File: src/sv/pctd_pkg.sv
`timescale 1ns / 1ps
// ----------------------------------------------------------------------------
// pctd_pkg
// Shared codes, types and helpers of the prefix code tree decoder.
// ----------------------------------------------------------------------------
package pctd_pkg;

  // Request codes of an input item; also used as queued operation codes.
  localparam logic [1:0] REQ_LOAD = 2'd0;
  localparam logic [1:0] REQ_BIT  = 2'd1;
  localparam logic [1:0] REQ_END  = 2'd2;

  // Result kinds.
  localparam logic [1:0] KIND_SYMBOL  = 2'd0;
  localparam logic [1:0] KIND_END     = 2'd1;
  localparam logic [1:0] KIND_OVERRUN = 2'd2;

  // Width of the code_bits field and its value as a length.
  localparam int         CODE_W     = 12;
  localparam logic [3:0] CODE_W_LEN = 4'd12;

  // Queue between the front and the back end.
  localparam int QUEUE_DEPTH = 4;
  localparam int QPTR_W      = 2;
  localparam int QCNT_W      = 3;

  localparam logic [31:0] COUNT_MAX = 32'hFFFF_FFFF;

  // Classified operation as it waits in the queue (node address travels apart).
  typedef struct packed {
    logic [1:0] op;
    logic [7:0] sym;
    logic       stream_bit;
  } cmd_t;

  // Status from the back end to the front end.
  typedef struct packed {
    logic clearing;
    logic pop;
  } bk_status_t;

  function automatic logic [31:0] sat_inc(logic [31:0] v);
    return (v == COUNT_MAX) ? v : v + 32'd1;
  endfunction

endpackage

File: src/sv/pctd_if.sv
`timescale 1ns / 1ps
// ----------------------------------------------------------------------------
// pctd_in_if / pctd_out_if
// Valid/ready channels for input items and result items.
// ----------------------------------------------------------------------------
interface pctd_in_if;
  logic        valid;
  logic        ready;
  logic [1:0]  req_type;
  logic [7:0]  code_symbol;
  logic [11:0] code_bits;
  logic [3:0]  code_len;
  logic        stream_bit;

  modport source (output valid, req_type, code_symbol, code_bits, code_len, stream_bit,
                  input ready);
  modport sink (input valid, req_type, code_symbol, code_bits, code_len, stream_bit,
                output ready);
endinterface


File: src/sv/pctd_front.sv
`timescale 1ns / 1ps
// ----------------------------------------------------------------------------
// pctd_front
// Accepts input items, drops those with no effect, turns a load's code into
// a tree node address and queues the rest for the back end.
// ----------------------------------------------------------------------------
module pctd_front #(
  parameter int MAX_CODE_LEN = 12
) (
  input  logic                    clk,
  input  logic                    rst_n,
  pctd_in_if.sink                 in_ch,
  input  pctd_pkg::bk_status_t    st,
  output logic                    head_valid,
  output pctd_pkg::cmd_t          head_cmd,
  output logic [MAX_CODE_LEN:0]   head_addr
);

  localparam int AW = MAX_CODE_LEN + 1;
  localparam int NW = (AW > pctd_pkg::CODE_W + 1) ? AW : pctd_pkg::CODE_W + 1;
  localparam logic [4:0] LEN_MAX = 5'(MAX_CODE_LEN);

  pctd_pkg::cmd_t                  q_cmd_r  [pctd_pkg::QUEUE_DEPTH];
  logic [AW-1:0]                   q_addr_r [pctd_pkg::QUEUE_DEPTH];
  logic [pctd_pkg::QPTR_W-1:0]     wr_ptr_r, wr_ptr_nxt;
  logic [pctd_pkg::QPTR_W-1:0]     rd_ptr_r, rd_ptr_nxt;
  logic [pctd_pkg::QCNT_W-1:0]     cnt_r, cnt_nxt;

  logic          full;
  logic          accept;
  logic          len_ok;
  logic          keep;
  logic [NW-1:0] code_ext;
  logic [NW-1:0] node_w;
  pctd_pkg::cmd_t new_cmd;

  assign full         = (cnt_r == pctd_pkg::QCNT_W'(pctd_pkg::QUEUE_DEPTH));
  assign in_ch.ready  = !full && !st.clearing;
  assign accept       = in_ch.valid && in_ch.ready;

  assign len_ok = (in_ch.code_len != 4'd0) && ({1'b0, in_ch.code_len} <= LEN_MAX)
                  && (in_ch.code_len <= pctd_pkg::CODE_W_LEN);

  // Loads with a bad length and unused request codes leave no trace.
  assign keep = accept && ((in_ch.req_type == pctd_pkg::REQ_BIT)
                        || (in_ch.req_type == pctd_pkg::REQ_END)
                        || ((in_ch.req_type == pctd_pkg::REQ_LOAD) && len_ok));

  // The node of a code is a leading one above its code_len low bits.
  assign code_ext = NW'(in_ch.code_bits);
  always_comb begin
    for (int i = 0; i < NW; i++) begin
      node_w[i] = (i == int'(in_ch.code_len)) ||
                  ((i < int'(in_ch.code_len)) && code_ext[i]);
    end
  end

  always_comb begin
    new_cmd.op         = in_ch.req_type;
    new_cmd.sym        = in_ch.code_symbol;
    new_cmd.stream_bit = in_ch.stream_bit;
  end

  always_comb begin
    wr_ptr_nxt = keep ? wr_ptr_r + 1'b1 : wr_ptr_r;
    rd_ptr_nxt = st.pop ? rd_ptr_r + 1'b1 : rd_ptr_r;
    cnt_nxt    = cnt_r + pctd_pkg::QCNT_W'(keep) - pctd_pkg::QCNT_W'(st.pop);
  end

  always_ff @(posedge clk) begin
    if (!rst_n) begin
      wr_ptr_r <= '0;
      rd_ptr_r <= '0;
      cnt_r    <= '0;
    end else begin
      wr_ptr_r <= wr_ptr_nxt;
      rd_ptr_r <= rd_ptr_nxt;
      cnt_r    <= cnt_nxt;
    end
  end

  always_ff @(posedge clk) begin
    if (keep) begin
      q_cmd_r[wr_ptr_r]  <= new_cmd;
      q_addr_r[wr_ptr_r] <= node_w[AW-1:0];
    end
  end

  assign head_valid = (cnt_r != '0);
  assign head_cmd   = q_cmd_r[rd_ptr_r];
  assign head_addr  = q_addr_r[rd_ptr_r];

endmodule

File: src/flat_wrapper.sv
// flat-port wrapper written by rule: the top's interface ports become plain ports
module pctd_front_flat 
#(
  parameter int MAX_CODE_LEN = 12
)
  (clk, rst_n, st, head_valid, head_cmd, head_addr, in_ch_valid, in_ch_req_type, in_ch_code_symbol, in_ch_code_bits, in_ch_code_len, in_ch_stream_bit, in_ch_ready);
  pctd_in_if in_ch_i ();
  input  logic clk;
  input  logic rst_n;
  input  pctd_pkg::bk_status_t st;
  output logic head_valid;
  output pctd_pkg::cmd_t head_cmd;
  output logic [MAX_CODE_LEN:0] head_addr;
  input wire logic [$bits(in_ch_i.valid)-1:0] in_ch_valid;
  input wire logic [$bits(in_ch_i.req_type)-1:0] in_ch_req_type;
  input wire logic [$bits(in_ch_i.code_symbol)-1:0] in_ch_code_symbol;
  input wire logic [$bits(in_ch_i.code_bits)-1:0] in_ch_code_bits;
  input wire logic [$bits(in_ch_i.code_len)-1:0] in_ch_code_len;
  input wire logic [$bits(in_ch_i.stream_bit)-1:0] in_ch_stream_bit;
  output wire logic [$bits(in_ch_i.ready)-1:0] in_ch_ready;
  assign in_ch_i.valid = in_ch_valid;
  assign in_ch_i.req_type = in_ch_req_type;
  assign in_ch_i.code_symbol = in_ch_code_symbol;
  assign in_ch_i.code_bits = in_ch_code_bits;
  assign in_ch_i.code_len = in_ch_code_len;
  assign in_ch_i.stream_bit = in_ch_stream_bit;
  assign in_ch_ready = in_ch_i.ready;
  pctd_front #(.MAX_CODE_LEN(MAX_CODE_LEN)) u_core (.clk(clk), .rst_n(rst_n), .in_ch(in_ch_i), .st(st), .head_valid(head_valid), .head_cmd(head_cmd), .head_addr(head_addr));
endmodule
File: config.mk
export PLATFORM = sky130hd
export DESIGN_NAME = pctd_front_flat
export DESIGN_NICKNAME = d
export VERILOG_FILES = /design/src/sv/pctd_pkg.sv /design/src/sv/pctd_if.sv /design/src/sv/pctd_front.sv /design/src/flat_wrapper.sv
export SDC_FILE = /design/constraint.sdc
export NUM_CORES = 1
export LEC_CHECK = 0
export ABC_AREA = 1
export BUFFER_PORTS_ARGS = -buffer_cell sky130_fd_sc_hd__buf_2
export CORE_AREA = 2 2 123 65
export DETAILED_ROUTE_END_ITERATION = 12
export DIE_AREA = 0 0 125 67
export MAX_ROUTING_LAYER = met4
export PLACE_DENSITY_LB_ADDON = 0.2
export SYNTH_ARGS = -nofsm -noshare
export SYNTH_HDL_FRONTEND = slang
export SYNTH_SLANG_ARGS = --single-unit
File: constraint.sdc
create_clock -name clk -period 5.6 [get_ports clk]
set_input_delay 0.56 -clock clk [delete_from_list [all_inputs] [get_ports clk]]
set_output_delay 0.56 -clock clk [all_outputs]
set_load 0.05 [all_outputs]
==> impl_metrics.tcl, run 1 <==
set metrics [dict create \
    nets 442 \
    timing.final.ws_setup_ps 2550 \
    syn_inst 343 \
    diodes 0 \
    worstSkewPairLatency_ps 340 \
    critical_path_class "flop to primary output" \
    relSlewSlack 0.406 \
    hold_end "u_core.q_cmd_r[2][5]" \
    antenna_left 0 \
    dr.pass1.iters 4 \
    yosysWarningCount 0 \
    hp-start "in_ch_code_symbol[4]" \
    core-area_um2 7210 \
    finalCritPeriodShare 0.544 \
    num_vias 2788 \
    first_iter_violations 257 \
    synth_top_area_share 0.678 \
    rows 22 \
    initial_core_util 0.590 \
    cts_buffer_depth 2 \
    first_global_vias 2857 \
    utilization 0.683 \
    yosysUniqueCellTypes 26 \
    min_path_type "input port to flop" \
    cp.required_ps 5040 \
    portBuffers 57 \
    drive_above_1_share 0.221 \
    path_max_fanout 25 \
    rsz0062_at_grt "no" \
    htreeDepth 3 \
    root_buffer "clkbuf_16" \
    slew_viol_final 0 \
    ir_drop_uv 167 \
    syn-num-nets 383 \
    die-area_um2 8380 \
    dieWidth_um 125 \
    hold_depth 1 \
    grt_pass1_wl_mm 13.0 \
    grt_use_total 0.215 \
    final-setup-viol-count 0 \
    status "complete, no violations" \
    p_per_area_nw_per_um2 363 \
    cts_buffers 9 \
    cts_setup_buffers 0 \
    startpoint_type "flop" \
    post_cts_resized 0 \
    final-hold-violation-count 0 \
    grt_overflow 0 \
    cts_tree "done" \
    yosys-top-cells-area "edfxtp_1 (68%), o21ai_0 (6.4%), nor2_1 (5.6%)" \
    final.min_clock_period_ps 3050 \
    cp.arrival_ps 2490 \
    r2r_cells 12 \
    timing.fmax_mhz 328 \
    cts_hold_buf 0 \
    dp_hpwl_mm 4.92 \
    power.total_mw 1.79 \
    r2r_end "u_core.cnt_r[2]" \
    top_level_ports 58 \
    die_y_um 67 \
    post-place-ws_ps 2920 \
    wl_per_cell_um 16.2 \
    r2r_slack_ps 3500 \
    r2r-start "u_core.cnt_r[1]" \
    power_leakage_nw 1.86 \
    syn-mean-instance-area_um2 12.4 \
    grt_max_degree 50 \
    grt_antenna_before_repair 0 \
    syn_to_final_growth_pct 15.9 \
    yosysTopAreaCell "edfxtp_1" \
    cts_num_sinks 105 \
    drt-total-wl_mm 8.14 \
    path_clk_slew_ps 60 \
    avgViaCountPerCell 5.54 \
    skew_ps 5.80 \
    crit_path_end_kind "primary output" \
    drc 0 \
    yosysSeqAreaShare 0.720 \
    synth_seq_cells 105 \
    gp_congestion 0.805 \
    timing.setup.tns_ps 0 \
    worstMarginPinSlew_ps 890 \
    max-cap-violations 0 \
    syn-cell-area_um2 4250 \
]
==> layer usage <==
| metal | up-vias | GRT usage | share of wire |
|---|---|---|---|
| met5 | - | - | 0 |
| met1 | 1345 | 0.244 | 0.42 |
| met4 | 0 | 0.0750 | 0.0028 |
| met3 | 4 | 0.0618 | 0.068 |
| met2 | 106 | 0.374 | 0.51 |
| li1 | 1333 | - | - |
==> where the power goes <==
part           total [mW]  switching (mW)  internal, mW
sequential          0.901          0.0146         0.887
clock               0.599           0.255         0.344
combinational       0.287           0.215        0.0717
==> logic make-up after synthesis <==
| kind of cell | Yosys count | share of synthesized area |
|---|---|---|
| DFF | 105 | 0.720 |
| AOI/OAI and AO/OA | 95 | 0.120 |
| and+or+nand+nor | 86 | 0.0844 |
| buffers and inverters | 47 | 0.0456 |
| adders and majority gates | 8 | 0.0253 |
| xor gates and xnor gates | 2 | 0.00412 |
==> through the flow <==
| step | instance area, um2 | std cells | hold WS (ps) |
|---|---|---|---|
| after floorplan | 4250 | 343 | 444 |
| after global placement | 4640 | 487 | 462 |
| after detailed placement | 4640 | 487 | 462 |
| after CTS | 4930 | 503 | 420 |
| after global routing | 4930 | 503 | 425 |
| final | 4930 | 503 | 434 |
==> flip-flops by register name, indices dropped and copies added (netlist names), named ones only <==
| register | cells |
|---|---|
| u_core.cnt_r | 3 |
| u_core.q_addr_r | 52 |
| u_core.q_cmd_r | 44 |
| u_core.rd_ptr_r | 2 |
| u_core.wr_ptr_r | 2 |
==> worst max-delay path, cell delays in order, from the launching register on <==
cell and delay [ps]:
dfxtp_1 900, inv_1 640, o21ai_0 270, o22ai_1 110, buf_2 220
==> Yosys cell counts <==
master / instances
o21ai_0: 54
a211oi_1: 1
buf_4: 1
o22ai_1: 24
dfxtp_1: 9
inv_1: 31
clkbuf_1: 8
or2_2: 1
xnor2_1: 1
nand3_2: 1
nor2_2: 1
edfxtp_1: 96
nand2_2: 2
buf_6: 1
nor2_1: 63
nand3_1: 4
nor2_4: 1
a21oi_1: 15
nand2_4: 1
inv_2: 1
ha_1: 7
o32ai_1: 1
nand2_1: 12
fa_1: 1
xor2_1: 1
buf_2: 5
==> cells in the final DEF (no fill, tap or decap), types with 2 or more instances in the layout <==
master | synthesis | layout
o21ai_0 | 54 | 54
edfxtp_1 | 96 | 96
clkbuf_16 | 0 | 9
nand2_1 | 12 | 12
dfxtp_1 | 9 | 9
nand2_2 | 2 | 2
ha_1 | 7 | 7
buf_4 | 1 | 6
buf_2 | 5 | 57
a21oi_1 | 15 | 15
nand3_1 | 4 | 4
nor2_1 | 63 | 59
nor2_2 | 1 | 5
clkinv_2 | 0 | 4
inv_1 | 31 | 31
o22ai_1 | 24 | 24
==> how the worst max path moves through the flow <==
stage	from	to	slack, ps	cells past startpoint
6_report	flop	head_addr[4]	2550	4
5_1_grt	flop	head_cmd[9]	2340	4
4_1_cts	flop	head_addr[0]	2540	4
3_5_place_dp	flop	head_addr[4]	2920	4
3_3_place_gp	flop	head_addr[0]	2990	4
2_1_floorplan	in_ch_code_len[3]	u_core.q_addr_r[0][0]	3090	8
==> cell type report <==
type	count	area, um2
clock buffer	10	229
tap	96	120
inverter	32	120
clock inverter	6	58.8
sequential	105	3060
timing repair buffer	63	330
multi-input combinational	191	1010
fill	549	2280
(Power assumes the default switching activity.)
==> run 2, diff against run 1 <==
--- a/config.mk
+++ b/config.mk
@@ -7,9 +7,9 @@
 export LEC_CHECK = 0
 export ABC_AREA = 1
 export BUFFER_PORTS_ARGS = -buffer_cell sky130_fd_sc_hd__buf_2
-export CORE_AREA = 2 2 123 65
+export CORE_AREA = 2 2 133 70
 export DETAILED_ROUTE_END_ITERATION = 12
-export DIE_AREA = 0 0 125 67
+export DIE_AREA = 0 0 135 72
 export MAX_ROUTING_LAYER = met4
 export PLACE_DENSITY_LB_ADDON = 0.2
 export SYNTH_ARGS = -nofsm -noshare
==> constraint.sdc (replaced) <==
create_clock -name clk -period 2.7 [get_ports clk]
set_input_delay 0.27 -clock clk [delete_from_list [all_inputs] [get_ports clk]]
set_output_delay 0.27 -clock clk [all_outputs]
set_load 0.05 [all_outputs]
==> run 2 against run 1 <==
Total power rose by 110%. Global-route usage fell by 1.4 points. Worst hold slack got worse by 300 ps. Flip-flop and latch count did not move. Final cell count rose by 5.0%. Die area rose by 16%. Clock-buffer cell count rose by 4. Largest cell class unchanged. Largest power group unchanged.
==> impl_metrics.tcl, run 2 (synthesis results as in run 1) <==
set metrics [dict create \
    status "complete, no violations" \
    syn_to_final_growth_pct 18.0 \
    grt_max_degree 41 \
    nets 446 \
    r2r_slack_ps 630 \
    cts_num_sinks 105 \
    timing.setup.tns_ps 0 \
    mostFrequentLayoutCell "edfxtp_1" \
    avgViaCountPerCell 5.46 \
    dp_hpwl_mm 5.57 \
    min_path_type "input port to flop" \
    top_register "u_core.q_addr_r" \
    cts_tree "done" \
    diodes 0 \
    slew_viol_final 0 \
    core-area_um2 8530 \
    htreeDepth 3 \
    final-hold-violation-count 0 \
    worstMarginPinSlew_ps 707 \
    first_global_vias 2848 \
    portBuffers 57 \
    worstSkewPairLatency_ps 350 \
    final-setup-viol-count 0 \
    largest_reg_flops 52 \
    num_vias 2881 \
    wl_per_cell_um 16.9 \
    relSlewSlack 0.524 \
    gp_congestion 0.834 \
    grt_pass1_wl_mm 14.1 \
    top_level_ports 58 \
    ir_drop_uv 429 \
    die-area_um2 9720 \
    root_buffer "clkbuf_16" \
    rsz0062_at_grt "no" \
    path_clk_slew_ps 70 \
    drc 0 \
    cp.arrival_ps 1960 \
    grt_use_total 0.200 \
    startpoint_type "flop" \
    max-cap-violations 0 \
    cts_hold_buf 0 \
    timing.final.ws_setup_ps 472 \
    finalCritPeriodShare 0.825 \
    p_per_area_nw_per_um2 760 \
    grt_antenna_before_repair 0 \
    cts_buffers 9 \
    grt_overflow 0 \
    drt-total-wl_mm 8.94 \
    rows 24 \
    timing.fmax_mhz 449 \
    power_leakage_nw 1.89 \
    initial_core_util 0.499 \
    final.min_clock_period_ps 2230 \
    post-place-ws_ps 535 \
    final_cell_mix "edfxtp_1 (96), nor2_1 (59), buf_2 (57)" \
    critical_path_class "flop to primary output" \
    post_cts_resized 0 \
    drive_above_1_share 0.224 \
    cts_setup_buffers 0 \
    path_max_fanout 32 \
    skew_ps 4.69 \
    antenna_left 0 \
    cts_buffer_depth 2 \
    dr.pass1.iters 4 \
    crit_path_end_kind "primary output" \
    top_regs "u_core.q_addr_r (52), u_core.q_cmd_r (44), u_core.cnt_r (3)" \
    die_y_um 72 \
    dieWidth_um 135 \
    first_iter_violations 316 \
    power.total_mw 3.81 \
    cp.required_ps 2430 \
]
run 2: worst max-delay path, stage by stage, from the launching register on:
cell and delay [ps]:
dfxtp_1 310, buf_4 210, buf_4 360, o21ai_0 150, o22ai_1 250, buf_2 320
run 2: routing by layer:
metal | vias up | wire (um) | GRT usage | share of wire
met4 | 0 | 172 | 0.0683 | 0.019
met1 | 1400 | 3930 | 0.239 | 0.44
met2 | 110 | 4270 | 0.336 | 0.48
met5 | - | 0 | - | 0
met3 | 25 | 567 | 0.0552 | 0.063
li1 | 1346 | - | - | -
run 2: stage by stage:
stage / utilization / instance area, um2 / instances / hold slack, ps
global route: 0.588 / 5020 / 528 / 130
finish: 0.588 / 5020 / 528 / 137
global placement: 0.552 / 4710 / 512 / 459
CTS: 0.588 / 5020 / 528 / 129
floorplan: - / 4250 / 343 / 363
detailed placement: 0.552 / 4710 / 512 / 467
run 2: final cells by class:
type	instances	area (um2)
multi-input cells	191	1010
well taps	117	146
fillers	695	3510
clock buffers	14	275
clock inverters	2	35.0
flip-flops and latches	105	3060
repair buffers	67	373
inverters	32	120
run 2: final timing paths:
kind	start	end	depth (start not counted)
max reg2reg	u_core.cnt_r[1]	u_core.cnt_r[2]	12
max	flop	head_addr[0]	5
min	in_ch_code_symbol[5]	u_core.q_cmd_r[0][6]	1
min reg2reg	u_core.rd_ptr_r[0]	u_core.rd_ptr_r[0]	1
run 2: power by group:
part	internal, mW	switching [mW]
combinational	0.158	0.462
clock	0.800	0.532
sequential	1.84	0.0242
total	2.80	1.02
==> run 3, diff against run 2 <==
--- a/config.mk
+++ b/config.mk
@@ -7,9 +7,9 @@
 export LEC_CHECK = 0
 export ABC_AREA = 1
 export BUFFER_PORTS_ARGS = -buffer_cell sky130_fd_sc_hd__buf_2
-export CORE_AREA = 2 2 133 70
+export CORE_AREA = 2 2 126 67
 export DETAILED_ROUTE_END_ITERATION = 12
-export DIE_AREA = 0 0 135 72
+export DIE_AREA = 0 0 128 69
 export MAX_ROUTING_LAYER = met4
 export PLACE_DENSITY_LB_ADDON = 0.2
 export SYNTH_ARGS = -nofsm -noshare
==> constraint.sdc (replaced) <==
create_clock -name clk -period 2.1 [get_ports clk]
set_input_delay 0.21 -clock clk [delete_from_list [all_inputs] [get_ports clk]]
set_output_delay 0.21 -clock clk [all_outputs]
set_load 0.05 [all_outputs]
==> run 3 against run 2 <==
First-iteration DRC count decreased by 39%. Sequential share of layout area decreased by 0.19 points. Clock skew increased by 1.0 ps. Highest routed layer unchanged.
==> impl_metrics.tcl, run 3 (synthesis results as in run 1) <==
set metrics [dict create \
    grt_overflow 0 \
    utilization 0.653 \
    cp_num_buf_inv 2 \
    cp.arrival_ps 1730 \
    num_vias 2752 \
    rsz0062_at_grt "no" \
    top_regs "u_core.q_addr_r (52), u_core.q_cmd_r (44), u_core.cnt_r (3)" \
    post-place-ws_ps 66.6 \
    path_clk_slew_ps 70 \
    drt-total-wl_mm 8.32 \
    diodes 0 \
    slew_viol_final 0 \
    slowest_delay_ps 420 \
    final_cell_area_um2 5040 \
    timing.fmax_mhz 516 \
    root_buffer "clkbuf_16" \
    power_leakage_nw 1.90 \
    grt_pass1_wl_mm 13.2 \
    avgViaCountPerCell 5.33 \
    final-setup-viol-count 0 \
    mostFrequentLayoutCell "edfxtp_1" \
    placed_cell_area_um2 4750 \
    nets 451 \
    cts_buffers 9 \
    cpMaxStageDelayCell "dfxtp_1" \
    wl_per_cell_um 16.1 \
    die-area_um2 8830 \
    cts_buffer_depth 2 \
    path_max_fanout 48 \
    htreeDepth 3 \
    first_iter_violations 193 \
    drive_above_1_share 0.245 \
    cp.required_ps 1890 \
    die_y_um 69 \
    top_level_ports 58 \
    worstSkewPairLatency_ps 340 \
    crit_family "buffers and inverters" \
    rows 23 \
    final.min_clock_period_ps 1940 \
    gp_congestion 0.894 \
    cts_tree "done" \
    cts_hold_buf 0 \
    dieWidth_um 128 \
    ir_drop_uv 570 \
    drc 0 \
    antenna_left 0 \
    syn_to_final_growth_pct 18.4 \
    status "complete, no violations" \
    critical_path_class "flop to primary output" \
    core-area_um2 7710 \
    nFillCells 572 \
    grt_use_total 0.206 \
    cts_num_sinks 105 \
    final_cell_mix "edfxtp_1 (96), nor2_1 (59), buf_2 (57)" \
    timing.final.ws_setup_ps 163 \
    crit_path_end_kind "primary output" \
    grt_antenna_before_repair 0 \
    max-cap-violations 0 \
    finalCritPeriodShare 0.922 \
    min_path_type "input port to flop" \
    startpoint_type "flop" \
    relSlewSlack 0.633 \
    cp_cell_sequence "buf_12, o21ai_0, o22ai_1, buf_2" \
    dr.pass1.iters 4 \
    dp_hpwl_mm 5.29 \
    first_global_vias 2637 \
    portBuffers 57 \
    worstMarginPinSlew_ps 548 \
    initial_core_util 0.551 \
    grt_max_degree 49 \
    p_per_area_nw_per_um2 932 \
    largest_reg_flops 52 \
    final-hold-violation-count 0 \
    timing.setup.tns_ps 0 \
    skew_ps 5.69 \
    top_register "u_core.q_addr_r" \
]
-- run 3: changes by cell type in the layout (fill, tap and decap cells not counted), sizes merged --
cell / before / now
buf: 67 / 72
clkbuf: 14 / 10
clkinv: 1 / 4
clkinvlp: 0 / 3
bufinv: 1 / 0
inv: 32 / 31
-- run 3: routing by layer --
layer | vias to the layer above | track usage | wire [um]
met5 | - | - | 0
met4 | 0 | 0.0623 | 73
met3 | 8 | 0.0559 | 487
met2 | 82 | 0.314 | 3910
met1 | 1303 | 0.275 | 3850
li1 | 1359 | - | -
-- run 3: final timing paths --
check / from / end / slack, ps / cells after the start
max: flop / head_addr[11] / 160 / 4
min: in_ch_code_symbol[3] / u_core.q_cmd_r[2][4] / 80 / 1
max reg2reg: u_core.cnt_r[1] / u_core.cnt_r[2] / 200 / 12
min reg2reg: u_core.rd_ptr_r[0] / flop / 490 / 1
-- run 3: metrics by stage --
step	power, mW	std cells	hold slack [ps]
detailed placement	3.25	499	429
global route	4.89	516	66.8
CTS	4.72	515	69.9
finish	4.70	516	79.7
global placement	3.24	499	428
floorplan	3.01	343	303
-- run 3: power breakdown --
group,internal (mW),switching (mW)
Sequential,2.36,0.0303
Combinational,0.218,0.595
Clock,0.794,0.692
Total,3.38,1.32
-- run 3: final cells by class --
cell class              count  area [um2]  area share
well taps                 100         125      0.0248
repair buffers             72         448      0.0889
clock inverters             6        35.0     0.00696
multi-input cells         191        1010       0.201
inverters                  32         124      0.0246
flip-flops and latches    105        3060       0.608
clock buffers              10         229      0.0455
-- run 3: what timing repair did --
action / in CTS / in global routing
gates resized for setup: 0 / 4
endpoints found under the setup margin: 0 / 3
buffers inserted: 0 / 1
-- run 3: worst register-to-register path, delay by kind of cell (launching register included) --
family | cells | cell delay [ps]
compound gates | 2 | 210
simple gates | 4 | 390
fa+ha+maj | 2 | 510
buf+inv | 3 | 160
xor+xnor | 1 | 150
flops | 1 | 360
